File: src/rtl/core/ntc_div.sv
// pipelined restoring divider, one quotient bit per stage, with sideband
// standalone; used by ntc_adc_to_celsius
`timescale 1ns / 1ps

module ntc_div #(
	parameter int NW = 8,
	parameter int DW = 8,
	parameter int SW = 1
) (
	input  logic          clk,
	input  logic          arst_n,
	input  logic          en,
	input  logic          in_vld,
	input  logic [NW-1:0] num,
	input  logic [DW-1:0] den,
	input  logic [SW-1:0] side_i,
	output logic          out_vld,
	output logic [NW-1:0] quo,
	output logic [SW-1:0] side_o
);

	// numerator shifts out the top while quotient bits enter at the bottom
	logic [NW-1:0] nq_w   [NW+1];
	logic [SW-1:0] side_w [NW+1];
	logic          vld_w  [NW+1];
	logic [DW-1:0] rem_w  [NW];
	logic [DW-1:0] den_w  [NW];

	assign nq_w[0]   = num;
	assign side_w[0] = side_i;
	assign vld_w[0]  = in_vld;
	assign rem_w[0]  = '0;
	assign den_w[0]  = den;

	for (genvar k = 0; k < NW; k++) begin : g_stage
		logic [DW:0]   trial;
		logic          ge;
		logic [NW-1:0] nq_s;
		logic [SW-1:0] side_s;
		logic          vld_s;

		assign trial = {rem_w[k], nq_w[k][NW-1]};
		assign ge    = trial >= {1'b0, den_w[k]};

		always_ff @(posedge clk or negedge arst_n) begin
			if (!arst_n) begin
				vld_s <= 1'b0;
			end else if (en) begin
				vld_s <= vld_w[k];
			end
		end

		always_ff @(posedge clk) begin
			if (en) begin
				nq_s   <= {nq_w[k][NW-2:0], ge};
				side_s <= side_w[k];
			end
		end

		assign nq_w[k+1]   = nq_s;
		assign side_w[k+1] = side_s;
		assign vld_w[k+1]  = vld_s;

		if (k < NW - 1) begin : g_carry
			logic [DW:0]   diff;
			logic [DW-1:0] rem_s;
			logic [DW-1:0] den_s;

			assign diff = trial - {1'b0, den_w[k]};

			always_ff @(posedge clk) begin
				if (en) begin
					rem_s <= ge ? diff[DW-1:0] : trial[DW-1:0];
					den_s <= den_w[k];
				end
			end

			assign rem_w[k+1] = rem_s;
			assign den_w[k+1] = den_s;
		end
	end

	assign out_vld = vld_w[NW];
	assign quo     = nq_w[NW];
	assign side_o  = side_w[NW];

endmodule

File: config.mk
export PLATFORM = sky130hd
export DESIGN_NAME = ntc_div
export DESIGN_NICKNAME = d
export VERILOG_FILES = /design/src/rtl/core/ntc_div.sv
export SDC_FILE = /design/constraint.sdc
export NUM_CORES = 1
export LEC_CHECK = 0
export BUFFER_PORTS_ARGS = -buffer_cell sky130_fd_sc_hd__buf_2
export CAP_MARGIN = 0
export CORE_MARGIN = 8
export CORE_UTILIZATION = 50
export CTS_CLUSTER_DIAMETER = 150
export DETAILED_ROUTE_END_ITERATION = 8
export HOLD_SLACK_MARGIN = 0.02
export PLACE_DENSITY = 0.78
export SLEW_MARGIN = 15
export SYNTH_ARGS = -nofsm -noshare
export SYNTH_HDL_FRONTEND = slang
export SYNTH_SLANG_ARGS = --single-unit
File: constraint.sdc
create_clock -name clk -period 2.4 [get_ports clk]
set_input_delay 0.12 -clock clk [delete_from_list [all_inputs] [get_ports clk]]
set_output_delay 0.12 -clock clk [all_outputs]
set_load 0.01 [all_outputs]
# After elaboration in Yosys (flattened, before gate mapping)
# Cells that the tools add are included.
# Widths: inputs -> output; s select.
word_totals:
  ramBits: 0
  latch_bits: 0
  output_inout_bits: 10
  mem_bits_ro: 0
  input_bits: 21
  word_cells: 61
  reg_bits: 192
  memories: 0
classes:
  n_mux: 7
  addsub: 7
  reduce_logical: 0
  shifts: 0
  bitwise: 0
  div: 0
  multipliers: 0
  n_eq_ne: 0
  order_cmp: 8
op_table:
  columns: ["op", "count"]
  rows:
  - ["$ge 9x8->1", 7]
  - ["$mux 8", 6]
  - ["$sub 8x8->8", 6]
  - ["$ge 1x8->1", 1]
  - ["$sub 1x8->8", 1]
  - ["$mux 1", 1]

# Depth between registers and ports, before layout
logic_depth:
  depth_word: 2
  depth_mapped: 9

# Worst setup path after synthesis
# OpenSTA, ideal clock, no wires.
synth_timing:
  kind: "register -> register"
  from: "register g_stage[0].g_carry.rem_s[5]"
  to: "register g_stage[1].g_carry.rem_s[2], data pin"
  required_ns: 2.140
  setup_ns: 0.260
  setup_slack_ns: 0.189
  stages_incl_launch_ff: 7
  arrival_time_ns: 1.951
  path_cell_list: "edfxtp_1 -> ha_1 -> a21o_1 -> a2111oi_0 -> o21a_1 -> buf_4 -> mux2_2"
synth_via:
  elab_chain_len: 2
synth_rtl:
  columns: ["item", "line", "text"]
  rows:
  - ["start: declaration", "66", "logic [DW-1:0] rem_s;"]
  - ["start signal: assignment", "73", "rem_s <= ge ? diff[DW-1:0] : trial[DW-1:0];"]
  - ["$ge 9x8->1", "43", "assign ge = trial >= {1'b0, den_w[k]};"]
  - ["$mux 8", "73", null]
  - ["end signal: assignment", "73", null]
  - ["end: declaration", "66", null]
# Every way passes these cells.
# A chain may end at the register's enable or synchronous reset.

# Final worst setup path
layout_timing:
  from: "register g_stage[0].g_carry.rem_s[5]"
  to: "register g_stage[1].g_carry.rem_s[6], data pin"
layout_via:
  elab_chain_len: 2
layout_rtl:
  columns: ["item", "line"]
  rows:
  - ["$sub 8x8->8 / $ge 9x8->1 (equally long branches)", "69, 43"]
  - ["$mux 8 (*)", "73"]
# Every way passes the cells marked *; elsewhere a longest branch is shown, timed or not.

==> impl_metrics.csv <==
group,metric,value,unit
setup_path,crit_buf_inv,0,
logic_synthesis,synth_largest_area_cell,"edfxtp_1",
final_layout,final_cell_mix,"184 x edfxtp_1, 82 x inv_1, 56 x ha_1, 41 x mux2_2, 29 x buf_2",
final_layout,antenna_cells,0,
setup_path,critPathSlowestCell,"a2111oi_1",
setup_path,crit_fanout,8,
placed_design,routabilityCongestion,0.884,
grt,antenna_found_initial,0,
final_layout,final_common_cell,"edfxtp_1",
sta,final_max_slew_viol_count,0,
detailed_routing,wire_per_inst,15.2,um
setup_path,crit_path_end_kind,"register",
logic_synthesis,ys_ff_latch,192,
sta,fmax,425,MHz
clock_network,cts_tree,"done",
logic_synthesis,yosysUniqueCellTypes,50,
detailed_routing,antenna_left,0,
setup_path,cp.required,2.58,ns
worst_hold_path,hp-class,"input port to async pin",
logic_synthesis,ys.flop_type,"edfxtp_1",
clock_network,clk_latency,0.43,ns
setup_path,critPathArrivalTime,2.53,ns
final_layout,multi_input_area,0.00304,mm2
placed_design,dp_hpwl,10400,um
detailed_routing,dr_wl_met3,411,um
detailed_routing,viasPerCell,5.40,
setup_path,slowest_delay,0.44,ns
grt,grt_pass1_vias,5405,
detailed_routing,routed_wirelength,14500,um
setup_path,critical_path_class,"register to register",
detailed_routing,num_vias,5173,
final_layout,drive_above_1_share,20.9,%
floorplan,die_y,151,um
detailed_routing,drtPass1Iterations,4,
sta,finalWorstSetupSlack,0.0447,ns
sta,worstMarginPinSlew,0.650,ns
floorplan,rows,49,
clock_network,numCtsBuffers,17,
grt,grt_pass1_wl,24000,um
floorplan,dieWidth,151,um
detailed_routing,initialDrtViolationCount,241,
final_layout,area_growth,15.4,%
detailed_routing,route.top_layer_used,"met4",
final_layout,nets,802,
placed_design,placed_area,0.00966,mm2
detailed_routing,wl_met1,5650,um
placed_design,port_buffers,30,
final_layout,post-route-util,58.6,%
sta,setup_viol,0,
floorplan,initial_utilization,50.8,%
pwr,p_per_area,975,mW/mm2
sta,slew_headroom,56.7,%
placed_design,pre_cts_ws,-0.0711,ns
clock_network,cts-htree-levels,4,
grt,grt-ovfl-total,0,
run_status,status,"completed",
grt,groute.usage.overall,13.3,%
setup_path,cp-startpoint,"g_stage[0].g_carry.rem_s[5]$_SDFFCE_PP0P_",
logic_synthesis,synth-edff-count,184,
sta,period_needed,2.36,ns
sta,fin_hold_ws,0.0575,ns
logic_synthesis,yosys.area.top_type_share,60.8,%
logic_synthesis,syn-num-nets,718,
clock_network,cts.reportedPaths.clkPinSlew,0.07,ns
pwr,irDropWorstVdd,0.643,mV
setup_path,path_cells,"ha_1 -> a21o_1 -> a2111oi_1 -> o21a_2 -> mux2_2",
sta,tns,0,ns
final_layout,fill_cells,1405,
sta,hold_violations,0,
final_layout,stdcell_area,0.0105,mm2
setup_path,critPathLaunchType,"register",
setup_path,critical_path.top_delay_family,"compound AO/OA/AOI/OAI gates",
detailed_routing,drc_errors,0,
pwr,total_power,10.2,mW
setup_path,reg2reg_slack,0.04,ns
logic_synthesis,yosysSeqAreaShare,63.0,%
sta,clock_skew,0.00745,ns
floorplan,fp.dieArea,0.0227,mm2
final_layout,regArea,0.00573,mm2
floorplan,ios,31,
logic_synthesis,async_flop_share,4.17,%
sta,fin_crit_sh,98.1,%
clock_network,cts_buffer_depth,2,
floorplan,core_area,0.0179,mm2
setup_path,r2r-start,"g_stage[0].g_carry.rem_s[5]$_SDFFCE_PP0P_",
final_layout,final_cells,958,
detailed_routing,wl_met2,8160,um
logic_synthesis,synth.area.top_cells,"edfxtp_1 61%, ha_1 8.0%, mux2_2 5.1%, inv_1 3.4%, dfrtp_1 2.2%",
grt,grt_max_degree,73,
clock_network,clock-sinks,192,
clock_network,cts_root_buf,"clkbuf_16",
logic_synthesis,syn_inst,633,
run,max-cap-violations,0,
logic_synthesis,yosysWarnings,0,
logic_synthesis,synth_area_per_cell,14.4,um2
pwr,power_leakage,4.21,nW
placed_design,dp.cells,903,
logic_synthesis,syn-cell-area,0.00909,mm2
[synthesized netlist by cell type (3+ instances only)]
master,n
edfxtp_1,184
inv_1,82
ha_1,58
mux2_2,41
a21o_1,21
nor2_1,21
a21oi_1,20
xnor2_1,18
nor3_1,15
o21ai_0,14
mux2i_1,13
nand3_1,11
nand2_1,10
nand2b_1,9
o21a_1,9
dfrtp_1,8
a211o_1,6
fa_1,6
nor2b_1,6
a211oi_1,5
a311o_1,5
and3_1,5
clkbuf_1,5
nor4_1,5
o31a_1,5
a2111oi_0,4
a211oi_2,3
a21boi_1,3
a31oi_1,3
buf_4,3
clkbuf_2,3
o311a_1,3
o31a_2,3
or3_1,3
[flip-flops by register name, indices dropped and copies added, names as in the netlist]
register,cells
g_stage.g_carry.den_s,56
side_o,1
g_stage.g_carry.rem_s,56
g_stage.vld_s,7
g_stage.nq_s,56
g_stage.side_s,7
quo,8
out_vld,1
[what timing repair did]
item | in CTS | in global routing
resized for setup | 4 | 11
buffers inserted | 0 | 6
hold buffers | 18 | 0
endpoints found under the setup margin | 19 | 27
hold endpoints to repair | 25 | 0
pin swaps | 0 | 6
[routing by layer]
| metal | global-route usage (%) | vias up |
|---|---|---|
| li1 | - | 2531 |
| met2 | 25.3 | 88 |
| met4 | 6.78 | 0 |
| met5 | 0 | - |
| met1 | 13.2 | 2527 |
| met3 | 2.90 | 27 |
[final cells by class]
| type | count | share of cell area, % |
|---|---|---|
| multi-input combinational | 347 | 29.0 |
| timing repair buffer | 77 | 5.40 |
| sequential | 192 | 54.6 |
| clock inverter | 13 | 1.29 |
| clock buffer | 18 | 4.09 |
| inverter | 82 | 2.93 |
| tap | 229 | 2.73 |
[where the power goes]
group          leakage [nW]  switching, mW  total, mW  internal [mW]
clock network         0.268           1.19       2.72           1.53
registers              1.88          0.219       4.58           4.36
logic                  2.06           1.45       2.93           1.48
total                  4.21           2.86       10.2           7.37
[kinds of logic (layout without fill, tap and decap cells)]
kind of cell,Yosys count,in the layout,share of synthesized area [%]
XOR/XNOR,20,20,1.93
AO/OA/AOI/OAI,115,115,9.70
multiplexers,54,54,6.51
AND/OR/NAND/NOR,94,94,5.51
buffers and inverters,94,190,4.06
flip-flops,192,192,63.0
adder cells (fa/ha/maj),64,64,9.30
[final timing paths]
check	to	cells after the start
worst max-delay path	g_stage[1].g_carry.rem_s[6]$_DFFE_PP_	5
worst min-delay path	g_stage[2].vld_s$_DFFE_PN0P_	2
worst max register to register	g_stage[1].g_carry.rem_s[6]$_DFFE_PP_	5
worst min register to register	g_stage[6].nq_s[3]$_DFFE_PP_	0
max in group asynchronous	g_stage[5].vld_s$_DFFE_PN0P_	2
min in group clk	g_stage[0].g_carry.rem_s[0]$_DFFE_PP_	3
No activity file was read; power rests on OpenSTA's default activity.
